==> src/hw/rtl/bmsr_pkg.sv <==
// bmsr_pkg: shared types and constants of the status frame receiver
package bmsr_pkg;

    // event kinds on the input stream
    localparam logic [1:0] FUNC_BYTE = 2'd0;
    localparam logic [1:0] FUNC_POLL = 2'd1;
    localparam logic [1:0] FUNC_TICK = 2'd2;

    // result status codes
    localparam logic [2:0] ST_OK        = 3'd0;
    localparam logic [2:0] ST_BAD_LEN   = 3'd1;
    localparam logic [2:0] ST_BAD_SUM   = 3'd2;
    localparam logic [2:0] ST_BAD_ADDR  = 3'd3;
    localparam logic [2:0] ST_BAD_CMD   = 3'd4;
    localparam logic [2:0] ST_TIMEOUT   = 3'd5;

    // follow-up request codes
    localparam logic [1:0] FOLLOW_NONE  = 2'd0;
    localparam logic [1:0] FOLLOW_CELLS = 2'd1;
    localparam logic [1:0] FOLLOW_NEXT  = 2'd2;

    // frame layout
    localparam logic [7:0] START_BYTE   = 8'hA5;
    localparam logic [7:0] FRAME_LEN    = 8'h08;
    localparam logic [3:0] IDX_START    = 4'd0;
    localparam logic [3:0] IDX_ADDR     = 4'd1;
    localparam logic [3:0] IDX_CMD      = 4'd2;
    localparam logic [3:0] IDX_LEN      = 4'd3;
    localparam logic [3:0] IDX_CHECKSUM = 4'd12;

    // command bytes
    localparam logic [7:0] CMD_MAIN  = 8'h90;
    localparam logic [7:0] CMD_CELLS = 8'h91;
    localparam logic [7:0] CMD_TEMPS = 8'h92;
    localparam logic [7:0] CMD_VOLTS = 8'h95;
    localparam logic [7:0] CMD_LAST  = 8'h98;

    // unit offsets
    localparam logic [16:0] CURRENT_OFFSET = 17'd30000;
    localparam logic [16:0] TEMP_OFFSET    = 17'd40;
    localparam logic [16:0] INDEX_OFFSET   = 17'd1;

    // configuration register indexes and reset values
    localparam logic [1:0]  CFG_DEVICE_ADDRESS = 2'd0;
    localparam logic [1:0]  CFG_CELLS_IN_PACK  = 2'd1;
    localparam logic [1:0]  CFG_REPLY_TIMEOUT  = 2'd2;
    localparam logic [7:0]  RST_DEVICE_ADDRESS = 8'd1;
    localparam logic [5:0]  RST_CELLS_IN_PACK  = 6'd16;
    localparam logic [15:0] RST_REPLY_TIMEOUT  = 16'd500;

    typedef struct packed {
        logic [7:0]  device_address;
        logic [5:0]  cells_in_pack;
        logic [15:0] reply_timeout_ticks;
    } cfg_t;

    typedef struct packed {
        logic signed [16:0] value_a;
        logic signed [16:0] value_b;
        logic signed [16:0] value_c;
        logic signed [16:0] value_d;
        logic signed [10:0] cell_base;
        logic [1:0]         cell_count;
        logic               more_frames;
        logic [1:0]         followup;
        logic               keep_awaiting;
    } decode_t;

    typedef struct packed {
        logic [2:0]         status;
        logic [7:0]         command;
        logic [63:0]        payload;
        logic signed [16:0] value_a;
        logic signed [16:0] value_b;
        logic signed [16:0] value_c;
        logic signed [16:0] value_d;
        logic signed [10:0] cell_base;
        logic [1:0]         cell_count;
        logic               more_frames;
        logic [1:0]         followup;
    } result_t;

endpackage

==> src/hw/rtl/bmsr_decode.sv <==
// bmsr_decode: converts a complete frame into integer unit values
module bmsr_decode (
    input  logic [7:0]       frame_command,
    input  logic [63:0]      frame_data,
    input  logic [5:0]       cells_in_pack,
    output bmsr_pkg::decode_t dec
);
    import bmsr_pkg::*;

    logic [7:0]         db [8];
    logic [9:0]         frame_x3;
    logic signed [10:0] base;
    logic signed [10:0] cells_s;
    logic signed [10:0] remaining;
    logic               base_in_pack;
    logic [1:0]         count;
    logic               more;

    // data 0 sits in the top byte
    always_comb
    begin
        for (int k = 0; k < 8; k++)
        begin
            db[k] = frame_data[63 - 8 * k -: 8];
        end
    end

    // cell frame bookkeeping, base = (frame - 1) * 3
    assign frame_x3     = {1'b0, db[0], 1'b0} + {2'b00, db[0]};
    assign base         = $signed({1'b0, frame_x3} - 11'd3);
    assign cells_s      = $signed({5'b00000, cells_in_pack});
    assign base_in_pack = base < cells_s;
    assign remaining    = cells_s - base;
    assign count        = !base_in_pack ? 2'd0 :
                          (remaining > 11'sd3) ? 2'd3 : remaining[1:0];
    // frame < (cells + 2) / 3 is the same as 3 * frame < cells
    assign more         = frame_x3 < {4'b0000, cells_in_pack};

    // per-command field mapping
    always_comb
    begin
        dec = '0;
        case (frame_command)
            CMD_MAIN:
            begin
                dec.value_a       = {1'b0, db[0], db[1]};
                dec.value_b       = {1'b0, db[4], db[5]} - CURRENT_OFFSET;
                dec.value_c       = {1'b0, db[6], db[7]};
                dec.followup      = FOLLOW_CELLS;
                dec.keep_awaiting = 1'b1;
            end
            CMD_CELLS:
            begin
                dec.value_a       = {1'b0, db[0], db[1]};
                dec.value_b       = {9'd0, db[2]} - INDEX_OFFSET;
                dec.value_c       = {1'b0, db[3], db[4]};
                dec.value_d       = {9'd0, db[5]} - INDEX_OFFSET;
                dec.followup      = FOLLOW_NEXT;
                dec.keep_awaiting = 1'b1;
            end
            CMD_TEMPS:
            begin
                dec.value_a = {9'd0, db[0]} - TEMP_OFFSET;
                dec.value_b = {9'd0, db[1]} - INDEX_OFFSET;
                dec.value_c = {9'd0, db[2]} - TEMP_OFFSET;
                dec.value_d = {9'd0, db[3]} - INDEX_OFFSET;
            end
            CMD_VOLTS:
            begin
                dec.value_a       = (count >= 2'd1) ? {1'b0, db[1], db[2]} : 17'd0;
                dec.value_b       = (count >= 2'd2) ? {1'b0, db[3], db[4]} : 17'd0;
                dec.value_c       = (count == 2'd3) ? {1'b0, db[5], db[6]} : 17'd0;
                dec.cell_base     = base;
                dec.cell_count    = count;
                dec.more_frames   = more;
                dec.keep_awaiting = more;
            end
            default:
            begin
                dec = '0;
            end
        endcase
    end

endmodule

==> src/hw/rtl/bmsr_frame.sv <==
// bmsr_frame: reply tracking, frame collection, checks and result forming
module bmsr_frame (
    input  logic               clk,
    input  logic               rst_n,
    input  logic               step,
    input  logic [1:0]         func,
    input  logic [7:0]         rx_byte,
    input  bmsr_pkg::cfg_t     cfg,
    output logic               res_valid,
    output bmsr_pkg::result_t  res
);
    import bmsr_pkg::*;

    logic        awaiting_reg, awaiting_next;
    logic [3:0]  byte_index_reg, byte_index_next;
    logic [7:0]  running_sum_reg, running_sum_next;
    logic [15:0] elapsed_reg, elapsed_next;
    logic [7:0]  frame_address_reg, frame_address_next;
    logic [7:0]  frame_command_reg, frame_command_next;
    logic [63:0] frame_data_reg, frame_data_next;
    logic        advance;
    logic [2:0]  check_status;
    decode_t     dec;

    bmsr_decode u_decode (
        .frame_command (frame_command_reg),
        .frame_data    (frame_data_reg),
        .cells_in_pack (cfg.cells_in_pack),
        .dec           (dec)
    );

    // checksum, then address, then command range
    always_comb
    begin
        if (rx_byte != running_sum_reg)
            check_status = ST_BAD_SUM;
        else if (frame_address_reg != cfg.device_address)
            check_status = ST_BAD_ADDR;
        else if (frame_command_reg < CMD_MAIN || frame_command_reg > CMD_LAST)
            check_status = ST_BAD_CMD;
        else
            check_status = ST_OK;
    end

    // next state and result for one request
    always_comb
    begin
        awaiting_next      = awaiting_reg;
        byte_index_next    = byte_index_reg;
        running_sum_next   = running_sum_reg;
        elapsed_next       = elapsed_reg;
        frame_address_next = frame_address_reg;
        frame_command_next = frame_command_reg;
        frame_data_next    = frame_data_reg;
        advance            = 1'b0;
        res_valid          = 1'b0;
        res                = '0;
        if (step)
        begin
            case (func)
                FUNC_POLL:
                begin
                    awaiting_next    = 1'b1;
                    elapsed_next     = '0;
                    byte_index_next  = IDX_START;
                    running_sum_next = '0;
                end
                FUNC_TICK:
                begin
                    if (awaiting_reg)
                    begin
                        if (elapsed_reg >= cfg.reply_timeout_ticks)
                        begin
                            res_valid        = 1'b1;
                            res.status       = ST_TIMEOUT;
                            awaiting_next    = 1'b0;
                            byte_index_next  = IDX_START;
                            running_sum_next = '0;
                        end
                        else
                        begin
                            elapsed_next = elapsed_reg + 16'd1;
                        end
                    end
                end
                FUNC_BYTE:
                begin
                    if (awaiting_reg)
                    begin
                        if (byte_index_reg == IDX_START)
                        begin
                            // hunt for the start byte
                            if (rx_byte == START_BYTE)
                            begin
                                running_sum_next = rx_byte;
                                frame_data_next  = '0;
                                byte_index_next  = IDX_ADDR;
                            end
                        end
                        else if (byte_index_reg == IDX_ADDR)
                        begin
                            frame_address_next = rx_byte;
                            advance            = 1'b1;
                        end
                        else if (byte_index_reg == IDX_CMD)
                        begin
                            frame_command_next = rx_byte;
                            advance            = 1'b1;
                        end
                        else if (byte_index_reg == IDX_LEN)
                        begin
                            if (rx_byte != FRAME_LEN)
                            begin
                                res_valid        = 1'b1;
                                res.status       = ST_BAD_LEN;
                                res.command      = frame_command_reg;
                                awaiting_next    = 1'b0;
                                byte_index_next  = IDX_START;
                                running_sum_next = '0;
                            end
                            else
                            begin
                                advance = 1'b1;
                            end
                        end
                        else if (byte_index_reg < IDX_CHECKSUM)
                        begin
                            frame_data_next = {frame_data_reg[55:0], rx_byte};
                            advance         = 1'b1;
                        end
                        else
                        begin
                            // checksum byte closes the frame
                            res_valid        = 1'b1;
                            res.status       = check_status;
                            res.command      = frame_command_reg;
                            res.payload      = frame_data_reg;
                            byte_index_next  = IDX_START;
                            running_sum_next = '0;
                            if (check_status == ST_OK)
                            begin
                                res.value_a     = dec.value_a;
                                res.value_b     = dec.value_b;
                                res.value_c     = dec.value_c;
                                res.value_d     = dec.value_d;
                                res.cell_base   = dec.cell_base;
                                res.cell_count  = dec.cell_count;
                                res.more_frames = dec.more_frames;
                                res.followup    = dec.followup;
                                awaiting_next   = dec.keep_awaiting;
                                if (dec.keep_awaiting)
                                    elapsed_next = '0;
                            end
                            else
                            begin
                                awaiting_next = 1'b0;
                            end
                        end
                        if (advance)
                        begin
                            running_sum_next = running_sum_reg + rx_byte;
                            byte_index_next  = byte_index_reg + 4'd1;
                        end
                    end
                end
                default:
                begin
                    awaiting_next = awaiting_reg;
                end
            endcase
        end
    end

    // control state
    always_ff @(posedge clk or negedge rst_n)
    begin
        if (!rst_n)
        begin
            awaiting_reg    <= 1'b0;
            byte_index_reg  <= IDX_START;
            running_sum_reg <= '0;
            elapsed_reg     <= '0;
        end
        else
        begin
            awaiting_reg    <= awaiting_next;
            byte_index_reg  <= byte_index_next;
            running_sum_reg <= running_sum_next;
            elapsed_reg     <= elapsed_next;
        end
    end

    // frame contents, always written before use
    always_ff @(posedge clk)
    begin
        frame_address_reg <= frame_address_next;
        frame_command_reg <= frame_command_next;
        frame_data_reg    <= frame_data_next;
    end

    // an idle receiver is always back at frame start
    a_idle_at_start: assert property (@(posedge clk) disable iff (!rst_n)
        !awaiting_reg |-> (byte_index_reg == IDX_START && running_sum_reg == 8'd0))
        else $error("idle receiver holds a partial frame");

    // frame position never runs past the checksum byte
    a_index_bound: assert property (@(posedge clk) disable iff (!rst_n)
        byte_index_reg <= IDX_CHECKSUM)
        else $error("byte index beyond frame end");

    // a timeout only comes from a tick
    a_timeout_from_tick: assert property (@(posedge clk) disable iff (!rst_n)
        (step && res_valid && res.status == ST_TIMEOUT) |-> func == FUNC_TICK)
        else $error("timeout result without a tick");

    // a poll request restarts the reply window
    a_poll_restart: assert property (@(posedge clk) disable iff (!rst_n)
        (step && func == FUNC_POLL) |=>
            (awaiting_reg && elapsed_reg == 16'd0 && byte_index_reg == IDX_START))
        else $error("poll did not restart reply tracking");

    // every result, timeouts and length errors included, leaves the receiver hunting again
    a_frame_end_resets: assert property (@(posedge clk) disable iff (!rst_n)
        (step && res_valid) |=> byte_index_reg == IDX_START)
        else $error("result produced without returning to frame start");

endmodule

==> src/hw/rtl/bms_status_frame_receiver.sv <==
// bms_status_frame_receiver: top level with input register, result register and config
//
//  channel  dir  handshake               payload
//  s_       in   s_tvalid / s_tready     s_tuser = func, s_tdata = rx_byte
//  m_       out  m_tvalid / m_tready     m_tuser = status, m_tdata = decoded frame
//  cfg_     in   cfg_valid / cfg_ready   cfg_index, cfg_data
//
//  one request per cycle while the result register can take a result; each request
//  waits in the input register, and any result that it yields is written to the result register
//  the result register decouples the output, so a waiting result still lets
//  the input register take a new request; processing holds while it is full and m_tready is low
//  rst_n clears reply tracking, the frame position and both register valids
//  configuration is always ready and takes effect on the next edge
module bms_status_frame_receiver (
    input  logic         clk,
    input  logic         rst_n,
    input  logic         s_tvalid,
    output logic         s_tready,
    input  logic [7:0]   s_tdata,   // [7:0] rx_byte
    input  logic [1:0]   s_tuser,   // [1:0] func
    output logic         m_tvalid,
    input  logic         m_tready,
    output logic [159:0] m_tdata,   // [7:0] command, [71:8] payload, [88:72] value_a,
                                    // [105:89] value_b, [122:106] value_c,
                                    // [139:123] value_d, [150:140] cell_base,
                                    // [152:151] cell_count, [153] more_frames,
                                    // [155:154] followup, [159:156] zero
    output logic [2:0]   m_tuser,   // [2:0] status
    input  logic         cfg_valid,
    output logic         cfg_ready,
    input  logic [1:0]   cfg_index,
    input  logic [15:0]  cfg_data
);
    import bmsr_pkg::*;

    logic       in_valid_reg;
    logic [1:0] in_func_reg;
    logic [7:0] in_byte_reg;
    logic       out_valid_reg;
    result_t    out_reg;
    cfg_t       cfg_reg;
    logic       step;
    logic       res_valid;
    result_t    res;

    // processing moves when the result register can take a result
    assign step      = in_valid_reg && (!out_valid_reg || m_tready);
    assign s_tready  = !in_valid_reg || step;
    assign cfg_ready = 1'b1;

    bmsr_frame u_frame (
        .clk       (clk),
        .rst_n     (rst_n),
        .step      (step),
        .func      (in_func_reg),
        .rx_byte   (in_byte_reg),
        .cfg       (cfg_reg),
        .res_valid (res_valid),
        .res       (res)
    );

    // input register
    always_ff @(posedge clk or negedge rst_n)
    begin
        if (!rst_n)
            in_valid_reg <= 1'b0;
        else if (s_tready)
            in_valid_reg <= s_tvalid;
    end

    always_ff @(posedge clk)
    begin
        if (s_tready && s_tvalid)
        begin
            in_func_reg <= s_tuser;
            in_byte_reg <= s_tdata;
        end
    end

    // result register
    always_ff @(posedge clk or negedge rst_n)
    begin
        if (!rst_n)
            out_valid_reg <= 1'b0;
        else if (step && res_valid)
            out_valid_reg <= 1'b1;
        else if (m_tready)
            out_valid_reg <= 1'b0;
    end

    always_ff @(posedge clk)
    begin
        if (step && res_valid)
            out_reg <= res;
    end

    // configuration registers
    always_ff @(posedge clk or negedge rst_n)
    begin
        if (!rst_n)
        begin
            cfg_reg.device_address      <= RST_DEVICE_ADDRESS;
            cfg_reg.cells_in_pack       <= RST_CELLS_IN_PACK;
            cfg_reg.reply_timeout_ticks <= RST_REPLY_TIMEOUT;
        end
        else if (cfg_valid)
        begin
            case (cfg_index)
                CFG_DEVICE_ADDRESS: cfg_reg.device_address      <= cfg_data[7:0];
                CFG_CELLS_IN_PACK:  cfg_reg.cells_in_pack       <= cfg_data[5:0];
                CFG_REPLY_TIMEOUT:  cfg_reg.reply_timeout_ticks <= cfg_data;
                default:            cfg_reg                     <= cfg_reg;
            endcase
        end
    end

    // output packing
    assign m_tvalid = out_valid_reg;
    assign m_tuser  = out_reg.status;
    assign m_tdata  = {4'b0000, out_reg.followup, out_reg.more_frames,
                       out_reg.cell_count, out_reg.cell_base,
                       out_reg.value_d, out_reg.value_c, out_reg.value_b,
                       out_reg.value_a, out_reg.payload, out_reg.command};

endmodule

==> config.mk <==
export PLATFORM = sky130hd
export DESIGN_NAME = bms_status_frame_receiver
export DESIGN_NICKNAME = d
export VERILOG_FILES = /design/src/hw/rtl/bmsr_pkg.sv /design/src/hw/rtl/bmsr_decode.sv /design/src/hw/rtl/bmsr_frame.sv /design/src/hw/rtl/bms_status_frame_receiver.sv
export SDC_FILE = /design/constraint.sdc
export NUM_CORES = 1
export LEC_CHECK = 0
export BUFFER_PORTS_ARGS = -buffer_cell sky130_fd_sc_hd__buf_2
export CAP_MARGIN = 40
export CORE_UTILIZATION = 65
export CTS_BUF_LIST = sky130_fd_sc_hd__clkbuf_8
export DETAILED_ROUTE_END_ITERATION = 6
export HOLD_SLACK_MARGIN = 0.05
export PLACE_DENSITY_LB_ADDON = 0.08
export REMOVE_ABC_BUFFERS = 1
export SLEW_MARGIN = 15
export SYNTH_ARGS = -nofsm -noshare
export SYNTH_HDL_FRONTEND = slang
export SYNTH_SLANG_ARGS = --single-unit
==> constraint.sdc <==
create_clock -name clk -period 12 [get_ports clk]
set_input_delay 3.6 -clock clk [delete_from_list [all_inputs] [get_ports clk]]
set_output_delay 3.6 -clock clk [all_outputs]
set_load 0.01 [all_outputs]
# Word-level counts from Yosys, hierarchy flattened
# Index checks and enable logic that the tools add are counted.
[word_totals] reg_bits=310 input_bits=33 output_inout_bits=166 elab_cells=217
[op_classes] add_sub_neg=13 magnitude_cmp=9 eq_ne=36 mux=98 n_bitwise=7 n_reduce_logical=29
[ops] op="159-bit two-way mux" n=5
[ops] op="64-bit two-way mux" n=6
[ops] op="16-bit two-way mux" n=13
[ops] op="51-bit case mux with 4 select lines" n=1
[ops] op="148-bit two-way mux" n=1
[ops] op="8-bit two-way mux" n=11
[ops] op="84-bit two-way mux" n=1
[ops] op="16-bit case mux with 3 select lines" n=1
[ops] op="4-bit two-way mux" n=11
[ops] op="8-bit equality test, second input constant" n=5
[ops] op="8-bit by 1-bit subtractor with 9-bit output, second input constant" n=4
[ops] op="17-bit case mux with 2 select lines" n=1
[ops] op="1-bit two-way mux" n=30
[ops] op="8-bit case mux with 3 select lines" n=1
[ops] op="8-bit by 6-bit subtractor with 9-bit output, second input constant" n=2
[ops] op="16-bit by 15-bit subtractor with 17-bit output, second input constant" n=1
[ops] op="16-bit by 1-bit adder with 16-bit output, second input constant" n=1
[ops] op="16-bit >= comparator" n=1
[ops] op="2-bit by 1-bit != test with 1-bit output, second input constant" n=8
[ops] op="8-bit != test" n=2
[ops] op="3-bit two-way mux" n=5
[ops] op="14-bit two-way mux" n=1
[ops] op="2-bit != test, second input constant" n=7
[ops] op="4-bit case mux with 3 select lines" n=1
[ops] op="49 further kinds" n=72

# Depth between registers and ports, before layout
[logic_depth] ltp_word=17 ltp_mapped=18 mapped_depth_nobuf=17

# Cells and area by module
# From an unflattened synthesis, not the netlist that was laid out.
[hier_totals] hier_cells=1398 area_unflattened_um2=16490.8
[modules_own_cells] module="bmsr_frame" n_inst=1 cells_each=661 area_per_inst_um2=6754.0 seq_area_each_um2=3128.0
[modules_own_cells] module="bms_status_frame_receiver" n_inst=1 cells_each=250 area_per_inst_um2=6372.4 seq_area_each_um2=5885.6
[modules_own_cells] module="bmsr_decode" n_inst=1 cells_each=487 area_per_inst_um2=3364.5 seq_area_each_um2=0.0

# Worst setup path after synthesis
# Ideal clock, no wire load.
[synth_timing] path_type="input port to flip-flop" startpoint="input m_tready" endpoint="register u_frame.frame_data_reg[0] (enable)" setup_time_ns=0.582 t_arrival_ns=8.860 required_time_ns=11.418 setup_slack_ns=2.558 stages=4 path_buffers=0 path_cell_list="nand2b_1 -> and2_1 -> nand3_1 -> a211oi_1"
[synth_between] elab_chain_cells=3
[synth_rtl] element="start, declared" line="bms_status_frame_receiver.sv:22" source="input logic m_tready,"
[synth_rtl] element="1-bit logical OR" line="bms_status_frame_receiver.sv:47" source="assign step = in_valid_reg && (!out_valid_reg || m_tready);"
[synth_rtl] element="1-bit logical AND" line="bms_status_frame_receiver.sv:47"
[synth_rtl] element="8-bit AND reduction (no line)"
[synth_rtl] element="end signal, assigned" line="bmsr_frame.sv:198" source="frame_data_reg <= frame_data_next;"
[synth_rtl] element="end, declared" line="bmsr_frame.sv:20" source="logic [63:0] frame_data_reg, frame_data_next;"
# Every way passes these cells.
# A chain may end at the register's enable or synchronous reset.

# Worst setup path after layout
[layout_timing] startpoint="input m_tready" endpoint="output s_tready"
[layout_between] elab_chain_cells=3
[layout_rtl] element="1-bit logical OR" line="bms_status_frame_receiver.sv:47"
[layout_rtl] element="1-bit logical AND" line="bms_status_frame_receiver.sv:47"
[layout_rtl] element="1-bit logical OR" line="bms_status_frame_receiver.sv:48" source="assign s_tready = !in_valid_reg || step;"
[layout_rtl] element="end, declared" line="bms_status_frame_receiver.sv:18" source="output logic s_tready,"
# Every way passes these cells.

==> results.toml <==
[hold_path]
hold_class = "flip-flop to flip-flop"
hp-start = "cfg_reg[15]"

[power_and_ir_drop]
power_per_cell_area_mw_per_mm2 = 135
total_power_mw = 2.38
vdd.ir_drop.worst_v = 0.0000952
cellLeakagePower_nw = 7.33

[critical_path]
max_stage_delay_ns = 0.18
critical_path.endpoint = "s_tready"
worstPathArrival_ns = 4.04
timing.critical_path.buf_inv = 2
cp-startpoint = "m_tready"
cp_cell_sequence = "buf_2 > nand3b_1 > buf_2"
crit_family = "buffers and inverters"
timing.rr.end = "m_tdata[109]"
crit_path_frequent_cell = "buf_2"
path_max_fanout = 3
setup.worst_path.start_class = "input pin"
regToRegSetupSlack_ns = 6.92
endpoint_kind = "output pin"
cp_data_required_time_ns = 8.40
path_class = "input pin to output pin"
reg2reg_from = "u_frame.frame_data_reg[56]"
cp_num_cells = 3
r2r_cells = 14
crit_slowest_cell = "nand3b_1"

[sta]
finalCriticalPeriod_ns = 7.64
finalHoldViolations = 0
fin_setup_tns_ns = 0
tightest_slew_ns = 0.851
fin_skew_ns = 0.0206
slew_violations = 0
rsz0062_at_grt = "no"
final.period_utilization_pct = 63.7
holdWs_ns = 0.503
timing.slew.headroom_pct = 43.3
fmax_mhz = 131
finalSetupViolCount = 0

[synth]
netlist_area_mm2 = 0.0155
synthTopCellsByArea = "edfxtp_1 47%, dfrtp_1 8.6%, and2_1 5.5%"
synth_common_cells = "241 x edfxtp_1, 137 x and2_1, 93 x nor2_1"
synth-edff-count = 241
ys.warnings.count = 0
synth_top_flop_cell = "edfxtp_1"
synth_most_common_cell = "edfxtp_1"
seq_area_frac_synth_pct = 56.7
yosysUniqueCellTypes = 85
synth_top_area_share_pct = 46.8
postSynthCellCount = 1289
avgSynthCellArea_um2 = 12.0
yosysTopAreaCell = "edfxtp_1"
ys_seq_elements = 302
synthArstFlopShare_pct = 20.2

[final_layout]
area_growth_pct = 14.1
insertedDiodeCount = 0
fin_area_mm2 = 0.0176
ff_latch_area_mm2 = 0.00877
fillers = 1598
drive_gt1_share_pct = 23.4
multi_input_area_mm2 = 0.00616
largest_reg_flops = 148
nets = 1577

[drt]
drt-initial-drc-count = 781
vias = 11000
wire_per_inst_um = 20.0
via_per_inst = 5.96
dr.pass1.iters = 5
route.detailed.drc = 0
drtAntennaViolNets = 0
routed_wl_mm = 36.8

[global_routing]
grt_pass1_vias = 10700
met2_usage_pct = 49.8
grt_pass1_wl_mm = 56.8
use_met3_pct = 5.40
grt.overflow.total = 0
busiest_layer = "met2"
grt_usage_pct = 30.6
grt_max_degree = 70
antenna_found_initial = 0
use_met1_pct = 41.3

[place]
place_congestion = 0.874
numPortBuffers = 193
placement.cell_area_mm2 = 0.0167
hpwl_mm = 25.5

[clocking]
clk_latency_ns = 0.58
hold_buffers = 0
clock_sinks = 302
clock_path_buffers = 3
cts_buffers = 49
post_cts_buffers = 0
cts_max_level = 2
clk_root_buffer_cell = "clkbuf_8"
ctsResizeCount = 0
path_clk_slew_ns = 0.05
cts_tree = "done"

[flow_run]
maxCapViolations = 0

[floorplanning]
initial_core_util_pct = 66.1
num_rows = 56
core-area_mm2 = 0.0234
fp.dieW_um = 156
ios = 199
dieHeight_um = 156
die_area_mm2 = 0.0244

[outcome]
status = "finished clean"
==> cell usage in the layout, fill, tap and decap left out, types with 17 or more instances in the layout <==
cell      synthesis  final
a21oi_1          50     50
a22o_1           23     23
and2_1          137    137
buf_2             5    194
clkbuf_8          0     53
dfrtp_1          53     53
edfxtp_1        241    241
ha_1             59     59
inv_1            57     80
mux2_2           30     30
mux2i_1          17     17
nand2_1          53     52
nand3_1          18     18
nor2_1           93     93
nor3_1           30     30
o21ai_0          42     42
xnor2_1          41     41
xor2_1           28     28
==> cells by family after synthesis <==
| kind of cell | share of synthesized area, % |
|---|---|
| AO/OA/AOI/OAI | 11.8 |
| XOR/XNOR | 3.91 |
| adder cells (fa/ha/maj) | 5.16 |
| buffers and inverters | 3.73 |
| flip-flops | 56.7 |
| multiplexers | 3.29 |
| other | 0.0486 |
| AND/OR/NAND/NOR | 15.3 |
==> per-stage QoR <==
stage | cells | util, % | setup slack [ns]
after floorplan | 1216 | - | 2.27
after global placement | 1740 | 71.0 | 4.38
after detailed placement | 1747 | 71.4 | 4.36
after CTS | 1836 | 75.2 | 4.35
after global routing | 1839 | 75.4 | 4.32
final | 1839 | 75.4 | 4.36
==> per-layer routing <==
| layer | wire (um) | vias up |
|---|---|---|
| met3 | 2950 | 73 |
| met1 | 15200 | 5304 |
| met5 | 0 | - |
| met4 | 968 | 0 |
| met2 | 17700 | 497 |
| li1 | - | 5091 |
==> area by class of cell <==
cell class,instances,share of cell area (%)
inverters,59,1.28
multi-input cells,855,34.9
repair buffers,215,6.79
clock buffers,53,4.13
flip-flops and latches,302,49.7
clock inverters,36,0.886
well taps,319,2.26
==> worst min path at each step <==
stage | end | slack [ns] | depth (start not counted)
floorplan | u_frame.running_sum_reg[6] | 0.47 | 1
finish | cfg_reg[15] | 0.50 | 1
global route | cfg_reg[10] | 0.53 | 1
global placement | cfg_reg[15] | 0.49 | 1
detailed placement | cfg_reg[15] | 0.49 | 1
CTS | cfg_reg[15] | 0.51 | 1
==> report_power, final <==
group          leakage, nW  switching, mW  total (mW)  internal, mW
Clock                0.541          0.398       0.804         0.406
Sequential            3.18         0.0445        1.23          1.18
Combinational         3.61          0.197       0.344         0.148
Power figures use the tool's default switching activity.
